`src/rtl/hec_pkg.sv`:
```
package hec_pkg;

	localparam int MAX_DATA_BITS = 16;
	localparam int DATA_W = MAX_DATA_BITS;
	localparam int KW = 5;

	function automatic int parity_count(input int k);
		int r;
		r = 1;
		for (int i = 0; i < 8; i++) begin
			if ((1 << r) < k + r + 1) begin
				r++;
			end
		end
		return r;
	endfunction

	localparam int CODE_W = MAX_DATA_BITS + parity_count(MAX_DATA_BITS);
	localparam int SYN_W = $clog2(CODE_W + 1);
	localparam int RES_W = CODE_W + DATA_W + SYN_W + 2;
	localparam int OUT_TDATA_W = ((RES_W + 7) / 8) * 8;
	localparam int IN_DATA_W = DATA_W + CODE_W;
	localparam int IN_TDATA_W = ((IN_DATA_W + 7) / 8) * 8;

	typedef enum logic {
		OP_ENCODE = 1'b0,
		OP_CHECK  = 1'b1
	} op_t;

	typedef enum logic [1:0] {
		ST_CLEAN = 2'd0,
		ST_FIXED = 2'd1,
		ST_RANGE = 2'd2
	} status_t;

	typedef struct packed {
		op_t               op;
		logic [CODE_W-1:0] cw;
		logic [SYN_W-1:0]  n;
	} code_t;

	typedef struct packed {
		op_t               op;
		logic [CODE_W-1:0] cw;
		logic [SYN_W-1:0]  n;
		logic [SYN_W-1:0]  syn;
	} synd_t;

	typedef struct packed {
		status_t           status;
		logic [SYN_W-1:0]  syndrome;
		logic [DATA_W-1:0] data_out;
		logic [CODE_W-1:0] code_word;
	} result_t;

	function automatic logic is_pow2(input int p);
		return (p != 0) && ((p & (p - 1)) == 0);
	endfunction

	// codeword length for k data bits
	function automatic logic [SYN_W-1:0] code_len(input int k);
		return SYN_W'(k + parity_count(k));
	endfunction

	// place data bits at the positions that are not powers of two
	function automatic logic [CODE_W-1:0] scatter(input logic [DATA_W-1:0] d);
		logic [CODE_W-1:0] cw;
		int idx;
		cw = '0;
		idx = 0;
		for (int p = 1; p <= CODE_W; p++) begin
			if (!is_pow2(p)) begin
				if (idx < DATA_W) begin
					cw[p-1] = d[idx];
				end
				idx++;
			end
		end
		return cw;
	endfunction

	function automatic logic [DATA_W-1:0] gather(input logic [CODE_W-1:0] cw);
		logic [DATA_W-1:0] d;
		int idx;
		d = '0;
		idx = 0;
		for (int p = 1; p <= CODE_W; p++) begin
			if (!is_pow2(p)) begin
				if (idx < DATA_W) begin
					d[idx] = cw[p-1];
				end
				idx++;
			end
		end
		return d;
	endfunction

	// positions whose index has bit j set
	function automatic logic [CODE_W-1:0] pos_mask(input int j);
		logic [CODE_W-1:0] m;
		for (int p = 1; p <= CODE_W; p++) begin
			m[p-1] = ((p >> j) & 1) != 0;
		end
		return m;
	endfunction

endpackage

```
`src/rtl/hec_map.sv`:
```
module hec_map (
	input  logic                          clk,
	input  logic                          arst_n,
	input  logic                          en,
	input  logic                          in_valid,
	input  hec_pkg::op_t                  op,
	input  logic [hec_pkg::DATA_W-1:0]    data_word,
	input  logic [hec_pkg::CODE_W-1:0]    received_word,
	input  logic [hec_pkg::KW-1:0]        data_bits,
	output logic                          valid_s1,
	output hec_pkg::code_t                code_s1
);

	logic [hec_pkg::KW-1:0]     k;
	logic [hec_pkg::SYN_W-1:0]  n;
	logic [hec_pkg::DATA_W-1:0] kmask;
	logic [hec_pkg::CODE_W-1:0] nmask;
	hec_pkg::code_t             code_d;

	always_comb begin
		if (data_bits == '0) begin
			k = hec_pkg::KW'(1);
		end else if (int'(data_bits) > hec_pkg::MAX_DATA_BITS) begin
			k = hec_pkg::KW'(hec_pkg::MAX_DATA_BITS);
		end else begin
			k = data_bits;
		end
		n = hec_pkg::code_len(int'(k));
		for (int i = 0; i < hec_pkg::DATA_W; i++) begin
			kmask[i] = i < int'(k);
		end
		for (int i = 0; i < hec_pkg::CODE_W; i++) begin
			nmask[i] = i < int'(n);
		end
		code_d.op = op;
		code_d.n  = n;
		if (op == hec_pkg::OP_ENCODE) begin
			code_d.cw = hec_pkg::scatter(data_word & kmask);
		end else begin
			code_d.cw = received_word & nmask;
		end
	end

	always_ff @(posedge clk or negedge arst_n) begin
		if (!arst_n) begin
			valid_s1 <= 1'b0;
		end else if (en) begin
			valid_s1 <= in_valid;
		end
	end

	always_ff @(posedge clk) begin
		if (en && in_valid) begin
			code_s1 <= code_d;
		end
	end

endmodule

```
`src/rtl/hec_syn.sv`:
```
module hec_syn (
	input  logic           clk,
	input  logic           arst_n,
	input  logic           en,
	input  logic           in_valid,
	input  hec_pkg::code_t code_in,
	output logic           valid_s2,
	output hec_pkg::synd_t synd_s2
);

	hec_pkg::synd_t synd_d;

	// each syndrome bit is the parity of the positions carrying that bit
	always_comb begin
		synd_d.op = code_in.op;
		synd_d.cw = code_in.cw;
		synd_d.n  = code_in.n;
		for (int j = 0; j < hec_pkg::SYN_W; j++) begin
			synd_d.syn[j] = ^(code_in.cw & hec_pkg::pos_mask(j));
		end
	end

	always_ff @(posedge clk or negedge arst_n) begin
		if (!arst_n) begin
			valid_s2 <= 1'b0;
		end else if (en) begin
			valid_s2 <= in_valid;
		end
	end

	always_ff @(posedge clk) begin
		if (en && in_valid) begin
			synd_s2 <= synd_d;
		end
	end

endmodule

```
`src/rtl/hec_fix.sv`:
```
module hec_fix (
	input  logic             clk,
	input  logic             arst_n,
	input  logic             en,
	input  logic             in_valid,
	input  hec_pkg::synd_t   synd_in,
	output logic             valid_s3,
	output hec_pkg::result_t res_s3
);

	logic [hec_pkg::CODE_W-1:0] par;
	logic [hec_pkg::CODE_W-1:0] flip;
	logic [hec_pkg::CODE_W-1:0] cw;
	hec_pkg::status_t           st;
	hec_pkg::result_t           res_d;

	always_comb begin
		par = '0;
		for (int j = 0; j < hec_pkg::SYN_W; j++) begin
			if ((1 << j) <= hec_pkg::CODE_W) begin
				par[(1 << j) - 1] = synd_in.syn[j];
			end
		end
		if (synd_in.syn == '0) begin
			st = hec_pkg::ST_CLEAN;
		end else if (synd_in.syn <= synd_in.n) begin
			st = hec_pkg::ST_FIXED;
		end else begin
			st = hec_pkg::ST_RANGE;
		end
		for (int p = 1; p <= hec_pkg::CODE_W; p++) begin
			flip[p-1] = (st == hec_pkg::ST_FIXED) && (synd_in.syn == hec_pkg::SYN_W'(p));
		end
		if (synd_in.op == hec_pkg::OP_ENCODE) begin
			cw             = synd_in.cw | par;
			res_d.syndrome = '0;
			res_d.status   = hec_pkg::ST_CLEAN;
		end else begin
			cw             = synd_in.cw ^ flip;
			res_d.syndrome = synd_in.syn;
			res_d.status   = st;
		end
		res_d.code_word = cw;
		res_d.data_out  = hec_pkg::gather(cw);
	end

	always_ff @(posedge clk or negedge arst_n) begin
		if (!arst_n) begin
			valid_s3 <= 1'b0;
		end else if (en) begin
			valid_s3 <= in_valid;
		end
	end

	always_ff @(posedge clk) begin
		if (en && in_valid) begin
			res_s3 <= res_d;
		end
	end

endmodule

```
`src/rtl/hamming_encode_and_check.sv`:
```
// Hamming single-error-correcting encoder and checker, even parity, for 1 to 16
// data bits (cfg_data; 0 acts as 1, values above 16 act as 16; reset value 16).
// Parity bits sit at codeword positions 1, 2, 4, 8, 16; data fills the other
// positions upward from bit 0. A request with tuser 0 encodes data_word; with
// tuser 1 it checks received_word, flips the bit that the syndrome points at
// and returns the corrected codeword and its data, or flags status 2 when the
// syndrome lies beyond the codeword length. One request is taken every cycle
// unless back-pressure has filled the pipeline; each one passes through the
// stages mask and place, syndrome XOR tree, and correct and extract, the last
// stage being the output register. Each stage advances on its own when the
// stage after it is empty or moving, so bubbles close up under back-pressure.
// Write cfg_data only while no request is in flight.
module hamming_encode_and_check (
	input  logic                               clk,
	input  logic                               arst_n,
	input  logic                               cfg_we,
	input  logic [hec_pkg::KW-1:0]             cfg_data,
	input  logic                               s_axis_tvalid,
	output logic                               s_axis_tready,
	// data_word[15:0], received_word[36:16], zero fill
	input  logic [hec_pkg::IN_TDATA_W-1:0]     s_axis_tdata,
	// opcode
	input  logic                               s_axis_tuser,
	output logic                               m_axis_tvalid,
	input  logic                               m_axis_tready,
	// code_word[20:0], data_out[36:21], syndrome[41:37], status[43:42], zero fill
	output logic [hec_pkg::OUT_TDATA_W-1:0]    m_axis_tdata
);

	logic [hec_pkg::KW-1:0] data_bits_q;

	logic en1, en2, en3;
	logic valid_s1, valid_s2, valid_s3;
	hec_pkg::code_t   code_s1;
	hec_pkg::synd_t   synd_s2;
	hec_pkg::result_t res_s3;

	// hold the data width; write only while idle
	always_ff @(posedge clk or negedge arst_n) begin
		if (!arst_n) begin
			data_bits_q <= hec_pkg::KW'(hec_pkg::MAX_DATA_BITS);
		end else if (cfg_we) begin
			data_bits_q <= cfg_data;
		end
	end

	// advance a stage when the one after it is empty or advancing
	assign en3 = !valid_s3 || m_axis_tready;
	assign en2 = !valid_s2 || en3;
	assign en1 = !valid_s1 || en2;

	assign s_axis_tready = en1;

	hec_map u_map (
		.clk           (clk),
		.arst_n        (arst_n),
		.en            (en1),
		.in_valid      (s_axis_tvalid),
		.op            (hec_pkg::op_t'(s_axis_tuser)),
		.data_word     (s_axis_tdata[hec_pkg::DATA_W-1:0]),
		.received_word (s_axis_tdata[hec_pkg::IN_DATA_W-1:hec_pkg::DATA_W]),
		.data_bits     (data_bits_q),
		.valid_s1      (valid_s1),
		.code_s1       (code_s1)
	);

	hec_syn u_syn (
		.clk      (clk),
		.arst_n   (arst_n),
		.en       (en2),
		.in_valid (valid_s1),
		.code_in  (code_s1),
		.valid_s2 (valid_s2),
		.synd_s2  (synd_s2)
	);

	hec_fix u_fix (
		.clk      (clk),
		.arst_n   (arst_n),
		.en       (en3),
		.in_valid (valid_s2),
		.synd_in  (synd_s2),
		.valid_s3 (valid_s3),
		.res_s3   (res_s3)
	);

	// pack the result with code_word in the lowest bits, pad with zeros
	assign m_axis_tvalid = valid_s3;
	assign m_axis_tdata  = hec_pkg::OUT_TDATA_W'(res_s3);

endmodule

```
`config.mk`:
```
export PLATFORM = sky130hd
export DESIGN_NAME = hamming_encode_and_check
export DESIGN_NICKNAME = d
export VERILOG_FILES = /design/src/rtl/hec_pkg.sv /design/src/rtl/hec_map.sv /design/src/rtl/hec_syn.sv /design/src/rtl/hec_fix.sv /design/src/rtl/hamming_encode_and_check.sv
export SDC_FILE = /design/constraint.sdc
export NUM_CORES = 1
export LEC_CHECK = 0
export BUFFER_PORTS_ARGS = -buffer_cell sky130_fd_sc_hd__buf_2
export CORE_MARGIN = 2
export CORE_UTILIZATION = 50
export DETAILED_ROUTE_END_ITERATION = 12
export PLACE_DENSITY_LB_ADDON = 0.08
export SYNTH_ARGS = -nofsm -noshare
export SYNTH_HDL_FRONTEND = slang
export SYNTH_SLANG_ARGS = --single-unit
```
`constraint.sdc`:
```
create_clock -name clk -period 43 [get_ports clk]
set_input_delay 8.6 -clock clk [delete_from_list [all_inputs] [get_ports clk]]
set_output_delay 8.6 -clock clk [all_outputs]
set_load 0.05 [all_outputs]
```
* Yosys cells after proc, flatten, opt, wreduce, memory -nomap -nowiden
Index checks and enable logic that the tools add are counted.
** Storage, ports and cells
- Bits in registers :: 111
- Bits of input ports :: 51
- Output and inout bits :: 50
- Word-level logic and storage cells :: 290
** Operators by class
- Add/subtract/negate cells :: 38
- $lt $le $gt $ge :: 77
- Equality and inequality tests :: 22
- Shifts and indexed selects :: 7
- Multiplexer cells :: 89
- Bitwise logic cells :: 4
- Reductions and logical operators :: 37
** Operator list (count)
- $lt 32x6->1 const B :: 30
- $add 32x2->32 const B :: 27
- $mux 32 :: 21
- $lt 32x32->1 :: 7
- $add 6x32->32 :: 6
- $shl 1x32->32 const A :: 6
- $reduce_xor 21->1 :: 5
- $lt 4x5->1 const A :: 16
- $bmux 1 s4 :: 15
- $mux 1 :: 45
- $mux 21 :: 2
- $eq 5x4->1 const B :: 8
- $lt 3x5->1 const A :: 8
- $lt 3x32->1 const A :: 1
- $shl 1x2->32 const A :: 1
- $eq 5x5->1 const B :: 6
- $lt 5x5->1 const A :: 5
- $logic_and 1x1->1 :: 24
- $and 21x21->21 :: 1
- $or 21x16->21 :: 1
- $xor 21x21->21 :: 1
- $eq 5x3->1 const B :: 4
- $lt 1x5->1 const A :: 4
- $lt 2x5->1 const A :: 4
- 16 further kinds :: 26

* Logic depth before layout (Yosys ltp)
Gate-level depths: netlist of run 1.
- Word-level depth :: 39
- Mapped depth :: 115
- Mapped depth without buffers :: 109

* Hierarchy
A second synthesis of run 1 with hierarchy kept.
** Unflattened totals
- Cell total of the unflattened synthesis :: 821
- Area, all modules :: 8135.3 sq um
** By module, submodules not included
- hec_map :: instances 1, cells each 586, area an instance 4889.7 sq um, sequential area each 835.8 sq um
- hec_fix :: instances 1, cells each 153, area an instance 1707.9 sq um, sequential area each 865.8 sq um
- hec_syn :: instances 1, cells each 64, area an instance 1298.7 sq um, sequential area each 985.9 sq um
- hamming_encode_and_check :: instances 1, cells each 18, area an instance 239.0 sq um, sequential area each 126.4 sq um

* Worst setup path before layout of run 1
OpenSTA, ideal clock, no wires.
- Kind :: reg-to-reg
- Start point :: register data_bits_q[4] (netlist bit)
- End point :: register, netlist name u_map.code_s1[7]
- Setup time :: 281 ps
- Arrival time :: 21675 ps
- Data required time :: 42719 ps
- Path slack :: 21044 ps
- Stages on the path, launching flop included :: 111
- Buffers on the path :: 8
- Clock period less this slack :: 21956 ps
- Cells stage by stage :: dfstp_2 > buf_4 > clkbuf_1 > clkbuf_1 > nor2_1 > inv_1 > ha_1 > nor2_1 > o311ai_2 > or2_1 > buf_6 > inv_6 > nand2_1 > fa_1 > inv_1 > ha_1 > nor3b_1 > a211oi_1 > [... 75 more ...] > xor2_1 > ha_1 > a21o_1 > a21o_1 > a21oi_1 > o21ai_1 > nor3_2 > or2_1 > xnor2_1 > ha_1 > fa_1 > a21o_1 > a21oi_1 > xnor2_1 > a21oi_1 > a31oi_2 > buf_6 > a41oi_2
** RTL lines
- start, declared :: line hamming_encode_and_check.sv:30 : logic [hec_pkg::KW-1:0] data_bits_q;
- start signal, assigned :: line hamming_encode_and_check.sv:41 : data_bits_q <= hec_pkg::KW'(hec_pkg::MAX_DATA_BITS);
- start signal, assigned :: line hamming_encode_and_check.sv:43 : data_bits_q <= cfg_data;

==> results of run 1 <==
-- critical path, delay by kind of cell, from the launching register on --
family	cells	cell delay, ns
compound gates	45	11.17
fa+ha+maj	21	7.06
simple gates	17	4.05
xor+xnor	7	1.41
buf+inv	6	0.88
mux	1	0.81
flops	1	0.64
-- registers in the layout, indices dropped and copies added, names as in the netlist --
register and count:
u_syn.synd_s2 32, u_fix.res_s3 28, u_map.code_s1 27, data_bits_q 5, u_fix.valid_s3 1, u_map.valid_s1 1
u_syn.valid_s2 1
-- stage by stage --
step,instances,setup slack (ns),hold slack [ns],util [%]
after floorplan,917,21.04,0.400,-
final,1206,16.58,0.419,55.1
after CTS,1206,16.69,0.421,55.1
after global placement,1190,16.74,0.404,53.4
after global routing,1206,14.43,0.426,55.1
after detailed placement,1190,16.76,0.406,53.4
-- layout make-up --
type	instances	share of cell area (%)
multi-input combinational	711	56.5
sequential	95	29.7
timing repair buffer	96	5.16
tap	225	2.98
inverter	63	2.55
clock buffer	10	2.42
clock inverter	6	0.648
-- cells in the final DEF, fill, tap and decap left out, types with 4 or more instances in the layout --
cell,instances
sky130_fd_sc_hd__buf_2,93
sky130_fd_sc_hd__ha_1,88
sky130_fd_sc_hd__edfxtp_1,87
sky130_fd_sc_hd__nor2_1,67
sky130_fd_sc_hd__nand2_1,59
sky130_fd_sc_hd__inv_1,56
sky130_fd_sc_hd__a21oi_1,46
sky130_fd_sc_hd__xnor2_1,45
sky130_fd_sc_hd__o21ai_0,41
sky130_fd_sc_hd__xor2_1,32
sky130_fd_sc_hd__and2_1,25
sky130_fd_sc_hd__nand3_1,23
sky130_fd_sc_hd__a21o_1,23
sky130_fd_sc_hd__nor3_1,18
sky130_fd_sc_hd__and3_1,16
sky130_fd_sc_hd__nand2b_1,11
sky130_fd_sc_hd__nand4_1,11
sky130_fd_sc_hd__o21ai_1,11
sky130_fd_sc_hd__o31ai_1,9
sky130_fd_sc_hd__a31oi_1,9
sky130_fd_sc_hd__clkbuf_16,9
sky130_fd_sc_hd__o21a_1,8
sky130_fd_sc_hd__a211oi_1,8
sky130_fd_sc_hd__or3_1,8
sky130_fd_sc_hd__mux2i_1,8
sky130_fd_sc_hd__nor2b_1,8
sky130_fd_sc_hd__fa_1,8
sky130_fd_sc_hd__o211ai_1,7
sky130_fd_sc_hd__dfrtp_1,7
sky130_fd_sc_hd__inv_2,6
sky130_fd_sc_hd__a221oi_1,6
sky130_fd_sc_hd__mux2_2,6
sky130_fd_sc_hd__conb_1,6
sky130_fd_sc_hd__nand3b_1,5
sky130_fd_sc_hd__o31a_1,5
sky130_fd_sc_hd__or2_2,5
sky130_fd_sc_hd__o2111ai_1,4
-- kinds of logic after synthesis --
logic type	count (synthesis)	share of synthesized area, %
adder cells (fa/ha/maj)	96	14.5
flip-flops	95	32.4
AND/OR/NAND/NOR	289	17.8
buffers and inverters	111	6.29
other	2	0.0864
XOR/XNOR	79	8.13
AO/OA/AOI/OAI	226	18.9
multiplexers	15	1.87
-- worst max path at each step --
stage                                    to           start  cells after the start  slack (ns)
after floorplan            u_map.code_s1[7]  data_bits_q[4]                    110       21.04
after global placement    u_map.code_s1[14]  data_bits_q[2]                     97       16.74
after detailed placement  u_map.code_s1[14]  data_bits_q[3]                     97       16.76
after CTS                 u_map.code_s1[14]  data_bits_q[2]                     97       16.69
after global routing      u_map.code_s1[14]  data_bits_q[3]                     97       14.43
final                     u_map.code_s1[14]  data_bits_q[2]                     97       16.58
-- per-layer routing --
layer	GRT usage, %	wire (um)	up-vias	share of wire [%]
li1	-	-	3439	-
met1	27.8	8670	3147	44
met2	40.9	10200	144	51
met3	1.53	593	27	3.0
met4	7.06	452	0	2.3
met5	0	0	-	0
==> run summary, run 1 <==
The tools report the instance count of the mapped netlist as 913. Yosys printed 0 warnings. The tools report the worst-skew pair later-pin latency as 0.34 ns. Headroom to the max-slew limit came out at 16.8%. After clock tree synthesis, the setup repair step added 0 buffers. The number of flops mapped to enable cells by yosys was 87.

The share of synthesized area occupied by flip-flops and latches was 32.4%; the total global-route track usage was 22.3%. The wire length of the first global-routing pass was 32.4 mm; the slew at the pin with the worst max-slew slack was 1.24 ns. The critical path capture point type is a flop. In the final design database the tool counted 1,123 nets.

Between clock sinks in the finished design, the worst skew comes to 0.00773 ns. The final design instance area without fill is 9460 sq um, and the number of cells traversed by the worst register-to-register path is 97. Among all cell types in the netlist, the one instantiated most often is sky130_fd_sc_hd__ha_1.

The tools report the via count as 6,757. Routability-driven placement finished with a final weighted congestion of 0.880. The core region is 17,200 sq um.

The worst hold path begins at u_map.code_s1[4]. For the top-level port count, the log shows 101. The initial antenna violation count is 0.

After clock tree synthesis, the clock-pin slew on the worst setup and hold paths is 0.06 ns. The tools report the terminating pin of the worst hold path as u_syn.synd_s2[9]. The run gives 5350 sq um as the multi-input gate area in the final layout. Critical-path maximum fanout: 22. Among all flip-flop cells after synthesis, the most frequent one is sky130_fd_sc_hd__edfxtp_1. Setup repair after global routing left no endpoint under its margin. The tool flagged a number of max-cap violations equal to 0. In the final routed layout, each cell accounts on average for 16.5 um.

The number of buffers on the longest clock path was 2; the initial cell density of the core was 50.6%. The setup path with the least slack is of type flop to flop. In this run, post-CTS hold repair placed 0 buffers. The clock buffer count from CTS is 9. The number of DRC violations after detailed-routing iteration 0 was 367; the post-CTS resize count was 0.

Registers take 2810 sq um. The run finished with clean final reports. The die area is 18,500 sq um.

The run gives 6,479 as the via count of the first global-routing pass. In the post-synthesis netlist, the biggest area contributors are sky130_fd_sc_hd__edfxtp_1 30%, sky130_fd_sc_hd__ha_1 13%, sky130_fd_sc_hd__xnor2_1 4.5%. In this run the remaining antenna-violating nets after routing total 0. The time the final worst path needs with I/O delays and setup was 26.42 ns; the post-synthesis to final-layout area growth was 8.85%.

The layout has 1,653 filler cells. The placed instances occupy a cell area of 9170 sq um. The logs give 48 for the number of core rows and 3 for the number of levels the H-tree was split into.

The count of different cell masters after synthesis was 102. The die is 136 um tall. CTS saw 95 sinks.

Setup slack on the worst reg-to-reg path comes out at 16.58 ns. Data on the critical path arrives at its endpoint at 26.44 ns. The startpoint type of the worst setup path was a flop. The startpoint identified for the worst register-to-register timing path is data_bits_q[2]. Count of endpoints failing hold in the final timing report: 0. The share of post-route cells with drive strength above 1 was 16.9%; the delay contributed by the slowest stage of the critical path was 1.05 ns. Based on the critical path, the design can be clocked at up to 37.9 MHz. The most numerous cell type found on the critical path is sky130_fd_sc_hd__ha_1.

In the routed design, unresolved DRC markers number 0. The run gives 19.9 mm as the total wire length after detailed routing. The flop and latch count out of synthesis came out at 95. The repair_antennas step left the layout with diodes totalling 0.

The cell count of the worst hold path was 0. The synthesized design devotes to its leading area cell type 30.1% of total area. Dividing the final minimum period by the clock period gives 61.4%. Port buffering added 93 buffers. Data on the critical path is required at its endpoint by 43.02 ns. In this run the cell area of the synthesized design comes to 8690 sq um. The synthesized design spends more area on one cell type than any other, namely sky130_fd_sc_hd__edfxtp_1. The die is 136 um wide. Entering global routing, the biggest net connects 33 pins.

The final count of pins violating max slew came out at 0. Summed over all failing endpoints, the final setup total negative slack is 0 ns. Before antenna repair, the detailed router went through 5 iterations. The total overflow left after global routing is 0. TritonCTS built the clock tree.

The post-synthesis average cell area is 9.52 sq um. The fraction of synthesis flops using an asynchronous set or reset pin was 8.42%. The wire-length estimate of the detail-placed layout is 15.8 mm. Sorting the synthesized cells by how often they occur yields 88 x sky130_fd_sc_hd__ha_1, 87 x sky130_fd_sc_hd__edfxtp_1, 67 x sky130_fd_sc_hd__nor2_1.

After detailed routing, the number of vias per cell comes to 5.60. Clock tree synthesis selected as its root buffer the cell sky130_fd_sc_hd__clkbuf_16. For the number of endpoints failing setup at the final stage, the log shows 0. The endpoint identified for the worst register-to-register timing path is u_map.code_s1[14]. The worst min-delay path category is flop to flop. On the critical path, the stage with the largest delay is an instance of sky130_fd_sc_hd__a2111oi_0.
Power of run 1 is not shown: default switching activity piles up to over one toggle a cycle in this logic, so the estimate is an artifact.
==> inputs of run 2 (changes only) <==
==> constraint.sdc (replaced) <==
create_clock -name clk -period 22.6 [get_ports clk]
set_input_delay 4.52 -clock clk [delete_from_list [all_inputs] [get_ports clk]]
set_output_delay 4.52 -clock clk [all_outputs]
set_load 0.05 [all_outputs]
==> run 2 against run 1 <==
Sequential cell count did not move. Maximum frequency increased by 25%. Register-to-register slack got worse by 15 ns. Final cell count increased by 5.6%. Cell area up 6.0%. Via count rose by 3.5%. Non-clock buffer count is 67 higher.
==> run summary, run 2 (synthesis gave the netlist of run 1 again) <==
For the worst-skew pair later-pin latency, the log shows 0.34 ns (about the same). The tools report the count of filler cells inserted in the layout as 1,567 (was 1,653). The run finished with clean final reports.

The worst-path cell with the longest stage delay was sky130_fd_sc_hd__fa_1 (was sky130_fd_sc_hd__a2111oi_0). Number of DRC violations after detailed-routing iteration 0: 339 (was 367). The tools report the DRC violations left as 0 (unchanged). The initial antenna violation count was 0 (unchanged); the chip height was 136 um (unchanged). For the die area, the log shows 18,500 sq um (unchanged). The tools report the beginning of the critical path as data_bits_q[1] (was data_bits_q[2]). The run gives 101 (unchanged) as the top-level port count.

The clock slew at the register clock pins of the worst setup and hold paths came out at 0.07 ns (was 0.06 ns). The wire length of the first global-routing pass came out at 33.3 mm (was 32.4 mm). Iteration count of the initial detailed-routing pass: 7 (was 5).

The final routed wire length divided by cell count is 16.2 um (was 16.5 um), and the total wire length after detailed routing is 20.7 mm (was 19.9 mm). The count of hold buffers inserted by post-cts repair was 0 (unchanged); the clock buffer count from CTS was 9 (unchanged). Most common cell after layout, fill and taps aside: sky130_fd_sc_hd__buf_2 (unchanged). The flip-flop count of the largest register, all copies and words added works out to 32 (unchanged). The delay contributed by the slowest stage of the critical path was 0.53 ns (was 1.05 ns). Critical path class: flop to flop (unchanged). The time the final worst path needs with I/O delays and setup works out to 21.06 ns (was 26.42 ns). For the global-route congestion overflow total, the log shows 0 (unchanged).

Worst min-delay path category: flop to flop (unchanged). For the total half-perimeter wirelength after legalization and detailed placement, the log shows 16.6 mm (was 15.8 mm). The most common cell type on the critical path is sky130_fd_sc_hd__ha_1 (unchanged). Launch point of the worst hold path: u_map.code_s1[1] (was u_map.code_s1[4]). The final design instance area without fill is 10,000 sq um (was 9460 sq um). The tools report the total global-route track usage as 22.9% (was 22.3%). The number of endpoints failing setup at the final stage was 0 (unchanged). The placed instance area came out at 9670 sq um (was 9170 sq um). The vias per cell is 5.50 (was 5.60).

The die width was 136 um (unchanged). The tools report the CTS root buffer as sky130_fd_sc_hd__clkbuf_16 (unchanged). The number of levels the H-tree was split into came out at 3 (unchanged). TritonCTS built the clock tree.

The startpoint type of the worst setup path is a flop (unchanged). Highest-count cells in the layout ignoring fill and taps: 93 x sky130_fd_sc_hd__buf_2, 87 x sky130_fd_sc_hd__ha_1, 87 x sky130_fd_sc_hd__edfxtp_1, 67 x sky130_fd_sc_hd__nor2_1, 67 x sky130_fd_sc_hd__buf_4 (was 93 x sky130_fd_sc_hd__buf_2, 88 x sky130_fd_sc_hd__ha_1, 87 x sky130_fd_sc_hd__edfxtp_1, 67 x sky130_fd_sc_hd__nor2_1, 59 x sky130_fd_sc_hd__nand2_1). The tools report the critical path capture point type as a flop (unchanged).

Count of port buffers added during placement: 93 (unchanged). The share of post-route cells with drive strength above 1 came out at 23.1% (was 16.9%). Slew at the pin with the worst max-slew slack: 1.16 ns (was 1.24 ns). Launch instance of the worst register-to-register path: data_bits_q[1] (was data_bits_q[2]).

The via count came out at 6,996 (was 6,757). For the number of buffers on the longest clock path, the log shows 2 (unchanged). The tools report the clock net sink count as 95 (unchanged).

For the count of endpoints failing hold in the final timing report, the log shows 0 (unchanged). The tools report the remaining max-slew budget at the tightest pin as 22.6% (was 16.8%). The final layout net count is 1,190 (was 1,123), and the via count of the first global-routing pass is 6,746 (was 6,479). The share of the cycle needed by the critical path after routing was 93.2% (was 61.4%); the number of max-cap violations was 0 (unchanged). For the pin count of the biggest net entering global routing, the log shows 33 (unchanged). The critical-path maximum fanout is 22 (unchanged). The logs give 48 (unchanged) for the number of core rows and 0.0106 ns (was 0.00773 ns) for the setup skew after layout.

The initial cell density of the core was 50.6% (unchanged). Most flop-heavy register: u_syn.synd_s2 (unchanged). Largest regs: u_syn.synd_s2 x32, u_fix.res_s3 x28, u_map.code_s1 x27 (unchanged).

The final antenna diode count was 0 (unchanged); the area inside the core boundary was 17,200 sq um (unchanged). The post-synthesis to final-layout area growth was 15.4% (was 8.85%); the endpoint required time on the critical path was 22.64 ns (was 43.02 ns). For the top achievable clock speed, the log shows 47.5 MHz (was 37.9 MHz).

The count of nets left with antenna violations after detail routing was 0 (unchanged). The arrival time of data at the critical path endpoint is 21.10 ns (was 26.44 ns). The final count of pins violating max slew is 0 (unchanged), and the weighted congestion reported at the end of routability-driven placement is 0.892 (was 0.880).
[run 2: cell count changes in the layout (fill, tap and decap cells not counted), moves of 2 or more]
cell | before | now
sky130_fd_sc_hd__buf_4 | 3 | 67
sky130_fd_sc_hd__clkinv_2 | 3 | 1
sky130_fd_sc_hd__a211oi_2 | 1 | 4
sky130_fd_sc_hd__a211oi_1 | 8 | 5
sky130_fd_sc_hd__clkinv_1 | 0 | 2
sky130_fd_sc_hd__buf_6 | 0 | 2
[run 2: worst paths after layout]
| kind | cells past startpoint | slack (ns) | end |
|---|---|---|---|
| max in group asynchronous | 1 | 18.33 | data_bits_q[4] |
| worst max-delay path | 107 | 1.54 | u_map.code_s1[14] |
| worst min-delay path | 0 | 0.42 | u_syn.synd_s2[6] |
| min in group asynchronous | 1 | 4.03 | data_bits_q[0] |
| worst min register to register | 0 | 0.42 | u_syn.synd_s2[6] |
| worst max register to register | 107 | 1.54 | u_map.code_s1[14] |
[run 2: metrics by stage]
stage | hold slack (ns) | setup WS [ns] | instances | utilization (%) | TNS (ns)
5_1_grt | 0.425 | -0.0419 | 1273 | 58.4 | -0.0428
3_3_place_gp | 0.405 | 0.866 | 1254 | 56.3 | 0
4_1_cts | 0.418 | 0.756 | 1270 | 58.0 | 0
6_report | 0.417 | 1.54 | 1273 | 58.4 | 0
2_1_floorplan | 0.400 | 0.644 | 917 | - | 0
3_5_place_dp | 0.405 | 0.850 | 1254 | 56.3 | 0
[run 2: cell type report]
class / count / area (sq um) / area share, %
multi-input cells: 711 / 5390 / 53.8
flip-flops and latches: 95 / 2820 / 28.1
repair buffers: 163 / 1010 / 10.1
well taps: 225 / 282 / 2.81
inverters: 63 / 241 / 2.41
clock buffers: 10 / 229 / 2.28
clock inverters: 6 / 60.1 / 0.599
[run 2: layer usage]
| layer | GRT usage, % | share of wire [%] |
|---|---|---|
| met1 | 28.3 | 44 |
| met2 | 41.5 | 51 |
| met3 | 1.42 | 2.8 |
| met4 | 9.14 | 2.0 |
| met5 | 0 | 0 |
[run 2: worst max-delay path: cells and delay by family (launching register included)]
| family | cells | cell delay [ns] |
|---|---|---|
| fa+ha+maj | 21 | 6.51 |
| compound gates | 48 | 7.63 |
| buf+inv | 11 | 1.42 |
| simple gates | 19 | 3.43 |
| mux | 1 | 0.24 |
| flops | 1 | 0.46 |
| xor+xnor | 7 | 1.04 |
[run 2: what timing repair did]
action | 4_1_cts | 5_1_grt
gates resized for setup | 0 | 14
setup endpoints to repair | 0 | 25
buffers inserted | 0 | 3
Power of run 2 is left out for the same reason.
==> inputs of run 3 (changes only) <==
--- a/config.mk
+++ b/config.mk
@@ -5,6 +5,7 @@
 export SDC_FILE = /design/constraint.sdc
 export NUM_CORES = 1
 export LEC_CHECK = 0
+export ABC_AREA = 1
 export BUFFER_PORTS_ARGS = -buffer_cell sky130_fd_sc_hd__buf_2
 export CORE_MARGIN = 2
 export CORE_UTILIZATION = 50
==> run 3 against run 2 <==
Wire length fell by 14%. Core utilization fell by 2.5 points. Register-to-register slack improved by 1.4 ns. Non-clock buffer count fell by 68. Via count fell by 5.9%. Count of clock-buffer cells in the layout fell by 1. Largest cell class unchanged.
==> run summary, run 3 <==
The logs give 0 ns (unchanged) for the final sum of negative setup slack and 55.8% (was 58.4%) for the post-route core utilization. Total wire length after detailed routing: 17.7 mm (was 20.7 mm). Worst-path cell with the longest stage delay: sky130_fd_sc_hd__dfstp_2 (was sky130_fd_sc_hd__fa_1). The total half-perimeter wirelength after legalization and detailed placement was 14.4 mm (was 16.6 mm). The worst-skew pair later-pin latency was 0.34 ns (about the same); the share of post-route cells with drive strength above 1 was 17.1% (was 23.1%).

The delay contributed by the slowest stage of the critical path came out at 0.90 ns (was 0.53 ns). The number of DRC violations after detailed-routing iteration 0 was 260 (was 339). The number of flops mapped to enable cells by yosys came out at 87 (unchanged). The chip height is 133 um (was 136 um). The vias per cell is 5.03 (was 5.50), and the number of buffers and inverters on the critical path is 16 (was 11). The number of endpoints failing setup at the final stage was 0 (unchanged). Highest-count cells in the layout ignoring fill and taps: 194 x sky130_fd_sc_hd__nand2_1, 137 x sky130_fd_sc_hd__inv_1, 93 x sky130_fd_sc_hd__buf_2, 88 x sky130_fd_sc_hd__ha_1, 87 x sky130_fd_sc_hd__edfxtp_1 (was 93 x sky130_fd_sc_hd__buf_2, 87 x sky130_fd_sc_hd__ha_1, 87 x sky130_fd_sc_hd__edfxtp_1, 67 x sky130_fd_sc_hd__nor2_1, 67 x sky130_fd_sc_hd__buf_4). The tools report the worst slack at placement as 2.95 ns (was 0.850 ns). The time the final worst path needs with I/O delays and setup works out to 19.62 ns (was 21.06 ns). The clock net sink count came out at 95 (unchanged). The run gives 33.8% (was 32.4%) as the share of synthesized area occupied by flip-flops and latches.

The fraction of post-synthesis cell area in the top cell type by area is 31.4% (was 30.1%). The count of port buffers added during placement works out to 93 (unchanged). For the remaining max-slew budget at the tightest pin, the log shows 25.7% (was 22.6%). The count of different cell masters after synthesis is 51 (was 102).

Top routing layer in use: met5 (was met4). Flip-flop count of the largest register, all copies and words added: 32 (unchanged). The final layout net count came out at 1,226 (was 1,190). The wire length of the first global-routing pass is 30.0 mm (was 33.3 mm). The dominant delay contributor by cell family on the critical path was adder cells (was compound AO/OA/AOI/OAI gates). The final count of pins violating max slew was 0 (unchanged); the count of yosys warnings during synthesis was 0 (unchanged).

The count of filler cells inserted in the layout is 1,599 (was 1,567). The most common cell type on the critical path is sky130_fd_sc_hd__nand2_1 (was sky130_fd_sc_hd__ha_1). The run gives 6,581 (was 6,996) as the via count. The flow ran to the end, and the final reports show no timing, DRC or antenna violations. The tools report the top achievable clock speed as 51.0 MHz (was 47.5 MHz). TritonCTS built the clock tree. Largest regs: u_syn.synd_s2 x32, u_fix.res_s3 x28, u_map.code_s1 x27 (unchanged). Main flop type after synthesis: sky130_fd_sc_hd__edfxtp_1 (unchanged). The most flop-heavy register was u_syn.synd_s2 (unchanged). The via count of the first global-routing pass is 6,405 (was 6,746), and the critical-path maximum fanout is 19 (was 22). The run gives 21.0% (was 22.9%) as the total global-route track usage. The DRC violations left came out at 0 (unchanged). The met2 wirelength from detailed routing was 8.92 mm (was 10.5 mm); the clock slew at the register clock pins of the worst setup and hold paths was 0.07 ns (about the same). The endpoint required time on the critical path came out at 22.70 ns (was 22.64 ns).

Setup repair after global routing left no endpoint under its margin. Top post-synthesis cells by count: 194 x sky130_fd_sc_hd__nand2_1, 137 x sky130_fd_sc_hd__inv_1, 88 x sky130_fd_sc_hd__ha_1 (was 88 x sky130_fd_sc_hd__ha_1, 87 x sky130_fd_sc_hd__edfxtp_1, 67 x sky130_fd_sc_hd__nor2_1). The weighted congestion reported at the end of routability-driven placement is 0.874 (was 0.892). CTS root buffer: sky130_fd_sc_hd__clkbuf_16 (unchanged). The run gives 4710 sq um (was 5390 sq um) as the multi-input gate area in the final layout. The logs give 0 (unchanged) for the count of endpoints failing hold in the final timing report and 7.47 mm (was 9.12 mm) for the wire length on met1. Final design instance area without fill: 9160 sq um (was 10,000 sq um). The detailed-routed wire length on met3 came out at 700 um (was 586 um).

The post-synthesis cell area is 8320 sq um (was 8690 sq um). The instance count of the mapped netlist came out at 1,002 (was 913). Launch instance of the worst register-to-register path: data_bits_q[4] (was data_bits_q[1]). Flop and latch count out of synthesis: 95 (unchanged).

The launch point of the worst hold path was u_map.code_s1[4] (was u_map.code_s1[1]). Number of core rows: 47 (was 48). The area inside the core boundary was 16,400 sq um (was 17,200 sq um); the final routed wire length divided by cell count was 13.6 um (was 16.2 um). The share of the cycle needed by the critical path after routing was 86.8% (was 93.2%). The count of hold buffers inserted by post-cts repair was 0 (unchanged); the number of buffers on the longest clock path was 2 (unchanged).

The die width came out at 133 um (was 136 um). The post-synthesis to final-layout area growth is 10.2% (was 15.4%). The most common cell after layout, fill and taps aside was sky130_fd_sc_hd__nand2_1 (was sky130_fd_sc_hd__buf_2). The slew at the pin with the worst max-slew slack came out at 1.11 ns (was 1.16 ns). The slack of the critical path was 2.98 ns (was 1.54 ns); the number of buffers inserted to repair setup after CTS was 0 (unchanged). For the pin count of the biggest net entering global routing, the log shows 33 (unchanged). The count of nets left with antenna violations after detail routing is 0 (unchanged). The die area came out at 17,700 sq um (was 18,500 sq um). The startpoint type of the worst setup path was a flop (unchanged). The arrival time of data at the critical path endpoint was 19.72 ns (was 21.10 ns).

The critical path class is flop to flop (unchanged). The tools report the top-level port count as 101 (unchanged). Setup skew after layout: 0.0103 ns (was 0.0106 ns). For the post-CTS resize count, the log shows 0 (unchanged).

The worst min-delay path category was flop to flop (unchanged). The number of levels the H-tree was split into is 3 (unchanged), and the iteration count of the initial detailed-routing pass is 5 (was 7). Number of max-cap violations: 0 (unchanged).

The critical path capture point type is a flop (unchanged). Initial antenna violation count: 5 (was 0). Beginning of the critical path: data_bits_q[4] (was data_bits_q[1]). The clock buffer count from CTS is 9 (unchanged). For the placed instance area, the log shows 8860 sq um (was 9670 sq um). The fraction of synthesis flops using an asynchronous set or reset pin is 8.42% (unchanged). The cell with the most instances after synthesis is sky130_fd_sc_hd__nand2_1 (was sky130_fd_sc_hd__ha_1). The initial cell density of the core was 50.7% (was 50.6%); the post-synthesis average cell area was 8.30 sq um (was 9.52 sq um). Cell types occupying the most area after synthesis: sky130_fd_sc_hd__edfxtp_1 31%, sky130_fd_sc_hd__ha_1 13%, sky130_fd_sc_hd__nand2_1 8.8% (was sky130_fd_sc_hd__edfxtp_1 30%, sky130_fd_sc_hd__ha_1 13%, sky130_fd_sc_hd__xnor2_1 4.5%). The global-route congestion overflow total came out at 0 (unchanged). The run gives 2810 sq um (was 2820 sq um) as the combined flip-flop and latch cell area. The top cell type by total area after synthesis is sky130_fd_sc_hd__edfxtp_1 (unchanged).
-- run 3: changes by cell type in the layout (fill, tap and decap cells not counted), moves of 18 or more --
cell and delta:
sky130_fd_sc_hd__a21o_1 -18, sky130_fd_sc_hd__and2_1 -23, sky130_fd_sc_hd__buf_4 -65, sky130_fd_sc_hd__inv_1 +81, sky130_fd_sc_hd__nand2_1 +135, sky130_fd_sc_hd__nand2_2 +26, sky130_fd_sc_hd__nand3_1 +39
-- run 3: cell families (layout without fill, tap and decap cells) --
kind of cell / after synthesis / in the layout / synth area share [%]
AOI/OAI and AO/OA: 104 / 104 / 7.31
DFF: 95 / 95 / 33.8
and+or+nand+nor: 434 / 434 / 24.7
other: 2 / 10 / 0.0903
buffers and inverters: 185 / 263 / 9.75
muxes: 4 / 4 / 0.526
adders and majority gates: 96 / 96 / 15.2
xor gates and xnor gates: 82 / 82 / 8.63
-- run 3: layout make-up --
class	count	area share, %
tap	220	3.00
sequential	95	30.7
timing repair buffer	95	5.24
multi-input combinational	726	51.4
inverter	152	6.36
clock inverter	7	0.683
clock buffer	9	2.46
antenna	4	0.109
-- run 3: path summary, 6_finish.rpt --
| check | endpoint | slack [ns] | depth (start not counted) |
|---|---|---|---|
| max reg2reg | u_map.code_s1[6] | 2.98 | 106 |
| min in group asynchronous | data_bits_q[3] | 4.01 | 1 |
| min reg2reg | u_syn.synd_s2[9] | 0.42 | 0 |
| max | u_map.code_s1[6] | 2.98 | 106 |
| max in group asynchronous | data_bits_q[4] | 18.35 | 1 |
| min | u_syn.synd_s2[9] | 0.42 | 0 |
-- run 3: metrics by stage --
step                hold slack, ns  cells
floorplan                    0.400   1006
global route                 0.426   1306
global placement             0.404   1288
detailed placement           0.405   1288
finish                       0.419   1308
CTS                          0.420   1304
-- run 3: per-layer routing --
| layer | track usage, % | up-vias |
|---|---|---|
| met2 | 38.6 | 126 |
| met4 | 8.48 | 4 |
| met3 | 3.30 | 42 |
| li1 | - | 3449 |
| met1 | 24.3 | 2960 |
| met5 | 0 | - |
-- run 3: worst reg2reg max path: cells and delay by family (launching register included) --
family / cells / cell delay (ns)
xor gates and xnor gates: 9 / 1.68
AOI/OAI and AO/OA: 23 / 4.07
and+or+nand+nor: 37 / 3.91
DFF: 1 / 0.90
adders and majority gates: 21 / 6.71
buffers and inverters: 16 / 2.11
Power of run 3 is left out for the same reason.
